[src/design/bspq_pkg.sv]
// bspq_pkg: beat types, entry type and operation/status codes for the
// bounded stable priority queue
// no dependencies
package bspq_pkg;

	localparam int unsigned PRIO_W  = 8;
	localparam int unsigned TAG_W   = 32;
	localparam int unsigned TOTAL_W = 7;
	localparam int unsigned LIMIT_W = 7;

	localparam logic [LIMIT_W-1:0] LIMIT_RESET = 7'd64;

	// operation codes
	localparam logic [1:0] FUNC_PUSH  = 2'd0;
	localparam logic [1:0] FUNC_POP   = 2'd1;
	localparam logic [1:0] FUNC_CLOSE = 2'd2;
	localparam logic [1:0] FUNC_NOP   = 2'd3;

	// status codes
	localparam logic [1:0] ST_OK     = 2'd0;
	localparam logic [1:0] ST_FULL   = 2'd1;
	localparam logic [1:0] ST_CLOSED = 2'd2;
	localparam logic [1:0] ST_EMPTY  = 2'd3;

	typedef struct packed {
		logic [1:0]        func;
		logic [PRIO_W-1:0] priority_req;
		logic [TAG_W-1:0]  cmd_tag;
	} in_beat_t;

	typedef struct packed {
		logic [1:0]         status;
		logic [PRIO_W-1:0]  out_priority;
		logic [TAG_W-1:0]   out_tag;
		logic [TOTAL_W-1:0] entry_total;
	} out_beat_t;

	// one stored queue entry
	typedef struct packed {
		logic [PRIO_W-1:0] prio;
		logic [TAG_W-1:0]  tag;
	} entry_t;

endpackage

[src/design/bounded_stable_priority_queue.sv]
// bounded_stable_priority_queue: top level, limit register plus sequencer
// and entry storage
// depends on bspq_pkg, bspq_mem, bspq_seq
//
// Commands enter on start while busy is low; each gives exactly one result,
// shown on rsp for a single cycle with done high, which the receiver must take
// as it comes. Entries sit sorted in a circular store (head is the next to
// leave), so pop, shutdown, refused pushes, no-ops and a push into an empty
// store finish without a walk: their result appears the cycle after start,
// except a pop, which holds busy in S_POP while the head is read and so
// shows its result after that state. An accepted push into a non-empty store
// walks back from the tail one stored entry per cycle through the single
// priority comparator and memory read port, shifting lower entries down; it
// stays in S_SCAN until it meets an entry of equal or higher priority, or,
// with every entry shifted, goes to S_PLACE; its result appears as busy
// drops. No clearing pass follows reset. limit_q resets to 64; the user must
// write it via cfg_we/cfg_data only while idle, as the block does not check.
module bounded_stable_priority_queue #(
	parameter int unsigned DEPTH = 64
) (
	input  logic                         clk,
	input  logic                         arst_n,
	input  logic                         start,
	input  bspq_pkg::in_beat_t           cmd,
	output logic                         busy,
	output logic                         done,
	output bspq_pkg::out_beat_t          rsp,
	input  logic                         cfg_we,
	input  logic [bspq_pkg::LIMIT_W-1:0] cfg_data
);

	localparam int unsigned AW = $clog2(DEPTH);

	logic [bspq_pkg::LIMIT_W-1:0] limit_q;
	logic                         mem_we;
	logic [AW-1:0]                mem_waddr;
	logic [AW-1:0]                mem_raddr;
	bspq_pkg::entry_t             mem_wdata;
	bspq_pkg::entry_t             mem_rdata;

	// queue limit register
	always_ff @(posedge clk or negedge arst_n) begin
		if (!arst_n) begin
			limit_q <= bspq_pkg::LIMIT_RESET;
		end else if (cfg_we) begin
			limit_q <= cfg_data;
		end
	end

	bspq_seq #(
		.DEPTH(DEPTH)
	) u_seq (
		.clk       (clk),
		.arst_n    (arst_n),
		.start     (start),
		.cmd       (cmd),
		.limit     (limit_q),
		.busy      (busy),
		.done      (done),
		.rsp       (rsp),
		.mem_we    (mem_we),
		.mem_waddr (mem_waddr),
		.mem_wdata (mem_wdata),
		.mem_raddr (mem_raddr),
		.mem_rdata (mem_rdata)
	);

	bspq_mem #(
		.DEPTH(DEPTH)
	) u_mem (
		.clk   (clk),
		.we    (mem_we),
		.waddr (mem_waddr),
		.wdata (mem_wdata),
		.raddr (mem_raddr),
		.rdata (mem_rdata)
	);

endmodule

[src/design/bspq_mem.sv]
// bspq_mem: entry storage, one write port and one registered read port
// depends on bspq_pkg (entry_t)
module bspq_mem #(
	parameter int unsigned DEPTH = 64
) (
	input  logic                          clk,
	input  logic                          we,
	input  logic [$clog2(DEPTH)-1:0]      waddr,
	input  bspq_pkg::entry_t              wdata,
	input  logic [$clog2(DEPTH)-1:0]      raddr,
	output bspq_pkg::entry_t              rdata
);

	bspq_pkg::entry_t mem_q [DEPTH];
	bspq_pkg::entry_t rdata_q;

	// write port
	always_ff @(posedge clk) begin
		if (we) begin
			mem_q[waddr] <= wdata;
		end
	end

	// registered read port
	always_ff @(posedge clk) begin
		rdata_q <= mem_q[raddr];
	end

	assign rdata = rdata_q;

endmodule

[src/design/bspq_seq.sv]
// bspq_seq: sequencer that walks the stored entries through one compare unit,
// keeps head/tail pointers of the circular sorted store and builds results
// depends on bspq_pkg (beat types, codes)
module bspq_seq #(
	parameter int unsigned DEPTH = 64
) (
	input  logic                              clk,
	input  logic                              arst_n,
	input  logic                              start,
	input  bspq_pkg::in_beat_t                cmd,
	input  logic [bspq_pkg::LIMIT_W-1:0]      limit,
	output logic                              busy,
	output logic                              done,
	output bspq_pkg::out_beat_t               rsp,
	output logic                              mem_we,
	output logic [$clog2(DEPTH)-1:0]          mem_waddr,
	output bspq_pkg::entry_t                  mem_wdata,
	output logic [$clog2(DEPTH)-1:0]          mem_raddr,
	input  bspq_pkg::entry_t                  mem_rdata
);

	localparam int unsigned AW = $clog2(DEPTH);
	localparam int unsigned CW = $clog2(DEPTH + 1);
	localparam logic [AW-1:0] LAST = AW'(DEPTH - 1);

	typedef enum logic [1:0] {
		S_IDLE,
		S_SCAN,
		S_PLACE,
		S_POP
	} state_t;

	state_t              state_q, state_d;
	logic [AW-1:0]       head_q, head_d;
	logic [AW-1:0]       tail_q, tail_d;
	logic [CW-1:0]       count_q, count_d;
	logic                closed_q, closed_d;
	logic [AW-1:0]       rd_ptr_q, rd_ptr_d;
	logic [AW-1:0]       wr_ptr_q, wr_ptr_d;
	logic [CW-1:0]       left_q, left_d;
	bspq_pkg::entry_t    new_q, new_d;
	logic                done_q, done_d;
	bspq_pkg::out_beat_t rsp_q, rsp_d;
	logic                full;

	function automatic logic [AW-1:0] ptr_inc(input logic [AW-1:0] p);
		ptr_inc = (p == LAST) ? '0 : p + AW'(1);
	endfunction

	function automatic logic [AW-1:0] ptr_dec(input logic [AW-1:0] p);
		ptr_dec = (p == '0) ? LAST : p - AW'(1);
	endfunction

	function automatic logic [bspq_pkg::TOTAL_W-1:0] to_total(input logic [CW-1:0] c);
		logic [31:0] wide;
		wide = 32'(c);
		to_total = wide[bspq_pkg::TOTAL_W-1:0];
	endfunction

	// refuse a push at the configured limit or at the store size
	assign full = (32'(count_q) >= 32'(limit)) || (32'(count_q) >= 32'(DEPTH));

	// next-state and memory control
	always_comb begin
		state_d   = state_q;
		head_d    = head_q;
		tail_d    = tail_q;
		count_d   = count_q;
		closed_d  = closed_q;
		rd_ptr_d  = rd_ptr_q;
		wr_ptr_d  = wr_ptr_q;
		left_d    = left_q;
		new_d     = new_q;
		done_d    = 1'b0;
		rsp_d     = rsp_q;
		mem_we    = 1'b0;
		mem_waddr = wr_ptr_q;
		mem_wdata = new_q;
		mem_raddr = ptr_dec(rd_ptr_q);

		unique case (state_q)
			S_IDLE: begin
				if (start) begin
					rsp_d.status       = bspq_pkg::ST_OK;
					rsp_d.out_priority = '0;
					rsp_d.out_tag      = '0;
					rsp_d.entry_total  = to_total(count_q);
					new_d.prio         = cmd.priority_req;
					new_d.tag          = cmd.cmd_tag;
					unique case (cmd.func)
						bspq_pkg::FUNC_PUSH: begin
							if (closed_q) begin
								rsp_d.status = bspq_pkg::ST_CLOSED;
								done_d       = 1'b1;
							end else if (full) begin
								rsp_d.status = bspq_pkg::ST_FULL;
								done_d       = 1'b1;
							end else if (count_q == '0) begin
								// empty store: new entry goes straight to the tail
								mem_we            = 1'b1;
								mem_waddr         = tail_q;
								mem_wdata         = new_d;
								tail_d            = ptr_inc(tail_q);
								count_d           = count_q + CW'(1);
								rsp_d.entry_total = to_total(count_d);
								done_d            = 1'b1;
							end else begin
								// walk back from the last entry
								mem_raddr = ptr_dec(tail_q);
								rd_ptr_d  = ptr_dec(tail_q);
								wr_ptr_d  = tail_q;
								left_d    = count_q - CW'(1);
								state_d   = S_SCAN;
							end
						end
						bspq_pkg::FUNC_POP: begin
							if (count_q == '0) begin
								rsp_d.status = bspq_pkg::ST_EMPTY;
								done_d       = 1'b1;
							end else begin
								mem_raddr = head_q;
								state_d   = S_POP;
							end
						end
						bspq_pkg::FUNC_CLOSE: begin
							closed_d = 1'b1;
							done_d   = 1'b1;
						end
						default: begin
							done_d = 1'b1;
						end
					endcase
				end
			end
			S_SCAN: begin
				mem_we = 1'b1;
				if (mem_rdata.prio < new_q.prio) begin
					// shift the lower entry one slot toward the tail
					mem_wdata = mem_rdata;
					wr_ptr_d  = rd_ptr_q;
					if (left_q == '0) begin
						state_d = S_PLACE;
					end else begin
						rd_ptr_d = ptr_dec(rd_ptr_q);
						left_d   = left_q - CW'(1);
					end
				end else begin
					// equal or higher priority stays ahead: insert behind it
					mem_wdata         = new_q;
					tail_d            = ptr_inc(tail_q);
					count_d           = count_q + CW'(1);
					rsp_d.entry_total = to_total(count_d);
					done_d            = 1'b1;
					state_d           = S_IDLE;
				end
			end
			S_PLACE: begin
				mem_we            = 1'b1;
				mem_wdata         = new_q;
				tail_d            = ptr_inc(tail_q);
				count_d           = count_q + CW'(1);
				rsp_d.entry_total = to_total(count_d);
				done_d            = 1'b1;
				state_d           = S_IDLE;
			end
			S_POP: begin
				rsp_d.out_priority = mem_rdata.prio;
				rsp_d.out_tag      = mem_rdata.tag;
				head_d             = ptr_inc(head_q);
				count_d            = count_q - CW'(1);
				rsp_d.entry_total  = to_total(count_d);
				done_d             = 1'b1;
				state_d            = S_IDLE;
			end
			default: begin
				state_d = S_IDLE;
			end
		endcase
	end

	// state and registered outputs
	always_ff @(posedge clk or negedge arst_n) begin
		if (!arst_n) begin
			state_q  <= S_IDLE;
			head_q   <= '0;
			tail_q   <= '0;
			count_q  <= '0;
			closed_q <= 1'b0;
			done_q   <= 1'b0;
		end else begin
			state_q  <= state_d;
			head_q   <= head_d;
			tail_q   <= tail_d;
			count_q  <= count_d;
			closed_q <= closed_d;
			done_q   <= done_d;
		end
	end

	// walk pointers and payload
	always_ff @(posedge clk) begin
		rd_ptr_q <= rd_ptr_d;
		wr_ptr_q <= wr_ptr_d;
		left_q   <= left_d;
		new_q    <= new_d;
		rsp_q    <= rsp_d;
	end

	assign busy = (state_q != S_IDLE);
	assign done = done_q;
	assign rsp  = rsp_q;

	// count never passes the store size
	a_count_bound: assert property (@(posedge clk) disable iff (!arst_n)
		32'(count_q) <= 32'(DEPTH))
		else $error("entry count above store size");

	// tail stays count slots past head
	a_ptr_span: assert property (@(posedge clk) disable iff (!arst_n)
		(32'(head_q) + 32'(count_q) == 32'(tail_q)) ||
		(32'(head_q) + 32'(count_q) == 32'(tail_q) + 32'(DEPTH)))
		else $error("head/tail out of step with count");

	// walk never looks past the stored entries
	a_scan_range: assert property (@(posedge clk) disable iff (!arst_n)
		(state_q == S_SCAN) |-> (left_q < count_q))
		else $error("walk beyond stored entries");

	// shutdown only taken with a result
	a_close_done: assert property (@(posedge clk) disable iff (!arst_n)
		$rose(closed_q) |-> done_q)
		else $error("shutdown without result");

	// shutdown flag is sticky
	a_close_sticky: assert property (@(posedge clk) disable iff (!arst_n)
		closed_q |=> closed_q)
		else $error("shutdown flag cleared");

endmodule

[config.mk]
export PLATFORM = sky130hd
export DESIGN_NAME = bounded_stable_priority_queue
export DESIGN_NICKNAME = d
export VERILOG_FILES = /design/src/design/bspq_pkg.sv /design/src/design/bounded_stable_priority_queue.sv /design/src/design/bspq_mem.sv /design/src/design/bspq_seq.sv
export SDC_FILE = /design/constraint.sdc
export NUM_CORES = 2
export LEC_CHECK = 0
export ABC_AREA = 0
export BUFFER_PORTS_ARGS = -buffer_cell sky130_fd_sc_hd__buf_2
export CORE_UTILIZATION = 30
export CTS_CLUSTER_DIAMETER = 100
export CTS_CLUSTER_SIZE = 14
export DETAILED_ROUTE_END_ITERATION = 8
export SYNTH_ARGS = -nofsm -noshare
export SYNTH_HDL_FRONTEND = slang
export SYNTH_HIERARCHICAL = 1
export SYNTH_SLANG_ARGS = --single-unit
[constraint.sdc]
create_clock -name clk -period 13.4 [get_ports clk]
set_input_delay 3.35 -clock clk [delete_from_list [all_inputs] [get_ports clk]]
set_output_delay 3.35 -clock clk [all_outputs]
set_load 0.03 [all_outputs]
==> results.rst <==
.. list-table::
   :header-rows: 1

   * - Metric
     - Value
   * - Count of endpoints failing hold in the final timing report
     - 0
   * - Vertical extent of the die
     - between 500 and 600 um
   * - Combined area of the multi-input logic cells
     - between 0.02 and 0.025 mm2
   * - CTS max path bufs
     - 3
   * - Net switching share of the total power
     - 0.376
   * - Clock root buffer master
     - sky130_fd_sc_hd__clkbuf_16
   * - Most frequent cells in the layout
     - sky130_fd_sc_hd__edfxtp_1, sky130_fd_sc_hd__mux4_2, sky130_fd_sc_hd__clkbuf_16
   * - Number of buffers inserted during clock tree synthesis
     - 214
   * - Sequential standard cell area
     - approximately 0.082 mm2
   * - Clock Sinks
     - 2738
   * - Crit path arrival time
     - about 9.5 ns
   * - Post-layout net count
     - approximately 5300
   * - Resize count post-CTS
     - 0
   * - Switching power
     - 11.8 mW
   * - Synthesized cell area
     - roughly 0.11 mm2
   * - Setup clock skew after layout
     - around 0.076 ns
   * - Number of buffers inserted by port buffering
     - around 100
   * - Final max-slew violation count
     - 0
   * - Unrepaired setup endpoints after global routing
     - no
   * - Power density over cell area
     - around 260 mW/mm2
   * - Post-placement worst setup slack
     - roughly 3.8 ns
   * - Max_slew headroom
     - 0.102
   * - Actual slew at the worst max-slew pin
     - ~1.3 ns
   * - Kind of critical path
     - in2reg
   * - Synthesized net count
     - just over 5000
   * - Crit start category
     - input pin
   * - Fmax
     - about 120 MHz
   * - Placed wire-length estimate
     - about 150000 um
   * - Leakage power
     - ~36 nW
   * - Finished Cell Area
     - 0.119 mm2
   * - Area delta synth->final
     - 12.5%
   * - Initial Utilization
     - 0.302
   * - Worst hold-check path type
     - reg2reg
   * - Portion of synthesized cell area occupied by the leading cell type
     - 0.757
   * - Antenna violations before repair
     - 5
   * - Part of the cycle the worst path needs
     - 0.646
   * - Post-layout minimum cycle time
     - slightly below 9 ns
   * - Part of the total power dissipated in the clock network
     - 0.189
   * - Via density per instance
     - roughly 5.3
   * - Fraction of power consumed by sequential logic
     - 0.397
   * - Pint
     - around 20 mW
   * - Overall global routing resource usage
     - 0.152
   * - Average wire per cell in the routed design
     - between 20 and 30 um
   * - RD Place Congestion
     - approximately 0.8
   * - Global-route wire length before repair
     - 393000 um
   * - Worst IR Drop VDD
     - roughly 0.00035 V
   * - Async set-reset flop share out of synthesis
     - 0.0110
   * - CTS H-tree lvls
     - 4
   * - Worst-skew pair later-pin latency
     - 0.88 ns
   * - Largest net degree at the start of global routing
     - between 100 and 150
   * - Die Width
     - between 500 and 600 um
   * - Total global routing overflow
     - 0
   * - Synthesized instance count
     - 4968
   * - Part of the total power dissipated in combinational logic
     - 0.414
   * - Post-synthesis cell type count
     - 79
   * - Final setup margin
     - between 4 and 5 ns
   * - Clock-pin slew on the worst setup and hold paths
     - ~0.080 ns
   * - Outcome
     - finished, final reports clean
   * - Post-synth top area cell
     - sky130_fd_sc_hd__edfxtp_1
   * - Floorplan Core Area
     - between 0.3 and 0.4 mm2
   * - Yosys synthesis warning count
     - 6
   * - Filler cells
     - roughly 32000
   * - Crit Path Max Fanout
     - about 120
   * - Std cell rows
     - 217
   * - Commonest non-fill, non-tap cell in the layout
     - sky130_fd_sc_hd__edfxtp_1
   * - Overall via count from detail_route
     - 52300
   * - Number of cells traversed by the worst register-to-register path
     - 14
   * - Final cell utilization of the core
     - 0.340
   * - Number of violations of the max-capacitance limit
     - 0
   * - Worst setup EP type
     - flip-flop
   * - Flip-flop and latch count after synthesis
     - 2738
   * - Number of enable-type register cells in the synthesized netlist
     - around 2700
   * - Clock tree from TritonCTS
     - done
   * - Cell types with the largest area share after synthesis
     - sky130_fd_sc_hd__edfxtp_1, sky130_fd_sc_hd__mux4_2, sky130_fd_sc_hd__o22ai_1
   * - Post-cts hold buffer count
     - 0
   * - Final setup violation count
     - 0
   * - Placed cell areas
     - about 0.11 mm2
   * - Post-Syn Area per Cell
     - 21.3 um2
   * - Area enclosed by the die boundary
     - about 0.35 mm2
   * - Total Neg Setup Slack
     - 0 ns
   * - Critical path origin
     - start
   * - Last element of the critical path
     - u_mem/rdata[11]
   * - Number of primary I/O pins
     - between 100 and 150
   * - Required time at the worst-slack endpoint
     - ~14 ns
   * - Primary flip-flop cell chosen by synthesis mapping
     - sky130_fd_sc_hd__edfxtp_1
   * - Number of global-route vias before repair
     - around 53000
   * - Worst r2r dst
     - u_mem/rdata[11]
   * - Register-to-register setup slack
     - about 6.5 ns
   * - Post-CTS Setup Bufs
     - 0
   * - Pre-antenna DRT Iters
     - 6
   * - Post-route antenna net violation count
     - 0
   * - Iteration-0 DRC Markers
     - ~6200
   * - Cells on Worst Hold Path
     - 1
   * - DRC violations left
     - 0
   * - Proportion of layout cells with a drive suffix above 1
     - 0.250
   * - Share of synthesized area occupied by flip-flops and latches
     - 0.772
   * - Critical R2R Launch
     - u_seq/count_q[6]
   * - Final routed wirelength across all metal layers
     - roughly 280000 um
[worst max-delay path, stage by stage]
cell                      delay, ns
sky130_fd_sc_hd__buf_2         0.13
sky130_fd_sc_hd__nand2_1       0.17
sky130_fd_sc_hd__inv_2         0.09
sky130_fd_sc_hd__buf_4         0.60
sky130_fd_sc_hd__nand2_1       0.15
sky130_fd_sc_hd__nor3_1        0.58
sky130_fd_sc_hd__a22oi_1       0.27
sky130_fd_sc_hd__o21ai_4       0.10
sky130_fd_sc_hd__buf_4         0.70
sky130_fd_sc_hd__buf_4         0.65
sky130_fd_sc_hd__buf_12        0.56
sky130_fd_sc_hd__mux4_2        0.37
sky130_fd_sc_hd__o22ai_1       0.09
sky130_fd_sc_hd__nor4_1        1.05
sky130_fd_sc_hd__o22a_1        0.23
[metal layers]
metal  up-vias  share of wire  global-route usage
met5         -       0.000047                   0
met4         2          0.026              0.0404
li1      21200              -                   -
met1     28600           0.41               0.209
met2      2134           0.49               0.253
met3       341          0.073              0.0233
[cell families (layout without fill, tap and decap cells)]
kind of cell / Yosys count / count (layout) / synth area share
simple gates: 515 / 515 / 0.0241
other cells: 0 / 3 / 0
buf+inv: 327 / 651 / 0.0171
xor+xnor: 22 / 22 / 0.00182
flops: 2738 / 2738 / 0.772
mux: 759 / 759 / 0.144
compound gates: 578 / 578 / 0.0377
fa+ha+maj: 29 / 29 / 0.00343
[cell usage after synthesis, types with 10 or more instances]
cell type / count
sky130_fd_sc_hd__dfxtp_1: 40
sky130_fd_sc_hd__and3_1: 12
sky130_fd_sc_hd__buf_4: 50
sky130_fd_sc_hd__buf_6: 27
sky130_fd_sc_hd__a21oi_1: 89
sky130_fd_sc_hd__or2_2: 14
sky130_fd_sc_hd__o21ai_1: 14
sky130_fd_sc_hd__and2_1: 52
sky130_fd_sc_hd__nor4_1: 33
sky130_fd_sc_hd__ha_1: 29
sky130_fd_sc_hd__o21ai_0: 31
sky130_fd_sc_hd__a21o_1: 10
sky130_fd_sc_hd__mux4_2: 602
sky130_fd_sc_hd__o221ai_1: 63
sky130_fd_sc_hd__o22ai_1: 194
sky130_fd_sc_hd__a22oi_1: 27
sky130_fd_sc_hd__a221o_1: 10
sky130_fd_sc_hd__edfxtp_1: 2668
sky130_fd_sc_hd__a22o_1: 13
sky130_fd_sc_hd__nor3_1: 13
sky130_fd_sc_hd__nand3_1: 28
sky130_fd_sc_hd__a221oi_1: 21
sky130_fd_sc_hd__dfrtp_1: 29
sky130_fd_sc_hd__mux2_2: 31
sky130_fd_sc_hd__nand2_1: 135
sky130_fd_sc_hd__buf_1: 10
sky130_fd_sc_hd__a211oi_1: 28
sky130_fd_sc_hd__nor2_1: 147
sky130_fd_sc_hd__clkbuf_1: 105
sky130_fd_sc_hd__buf_2: 94
sky130_fd_sc_hd__o21a_1: 15
sky130_fd_sc_hd__inv_1: 35
sky130_fd_sc_hd__xnor2_1: 17
sky130_fd_sc_hd__o22a_1: 13
sky130_fd_sc_hd__nor2b_1: 21
sky130_fd_sc_hd__mux2i_1: 113
sky130_fd_sc_hd__nand2b_1: 18
sky130_fd_sc_hd__a31oi_1: 13
[worst min path at each step]
stage | start | slack (ns) | endpoint
floorplan | u_seq/head_q[5] | 0.47 | u_seq/head_q[5]
global placement | u_seq/head_q[4] | 0.50 | u_seq/head_q[4]
detailed placement | u_seq/head_q[4] | 0.50 | u_seq/head_q[4]
CTS | u_seq/head_q[4] | 0.52 | u_seq/head_q[4]
global route | limit_q[1] | 0.54 | limit_q[1]
finish | u_seq/head_q[4] | 0.52 | u_seq/head_q[4]
[state kept, by name (all words and copies together), names as in the netlist, 7 cells and up]
name	flops
u_seq/rsp	49
u_seq/new_q	40
u_seq/count_q	7
u_mem/mem_q	2560
limit_q	7
u_mem/rdata	40
u_seq/left_q	7
[cell type report]
type                    instances  area share
clock inverters                18     0.00269
clock buffers                 322      0.0486
flip-flops and latches       2738       0.686
multi-input cells            1903       0.197
diodes                          3   0.0000631
repair buffers                275      0.0162
well taps                    4599      0.0483
inverters                      36     0.00117
[stage by stage]
| step | hold slack (ns) | cells | power, mW |
|---|---|---|---|
| floorplan | 0.467 | 4968 | 20.7 |
| global placement | 0.500 | 9540 | 25.3 |
| detailed placement | 0.504 | 9551 | 25.7 |
| CTS | 0.517 | 9891 | 31.5 |
| global route | 0.543 | 9891 | 32.4 |
| finish | 0.524 | 9894 | 31.3 |
[power by group through the flow]
stage / combinational (mW) / sequential (mW) / clock [mW]
floorplan: 8.01 / 12.7 / 0
global placement: 12.7 / 12.6 / 0
detailed placement: 13.1 / 12.6 / 0
CTS: 13.1 / 12.4 / 6.02
global route: 13.7 / 12.5 / 6.31
finish: 13.0 / 12.4 / 5.91
No activity file was read; power rests on OpenSTA's default activity.
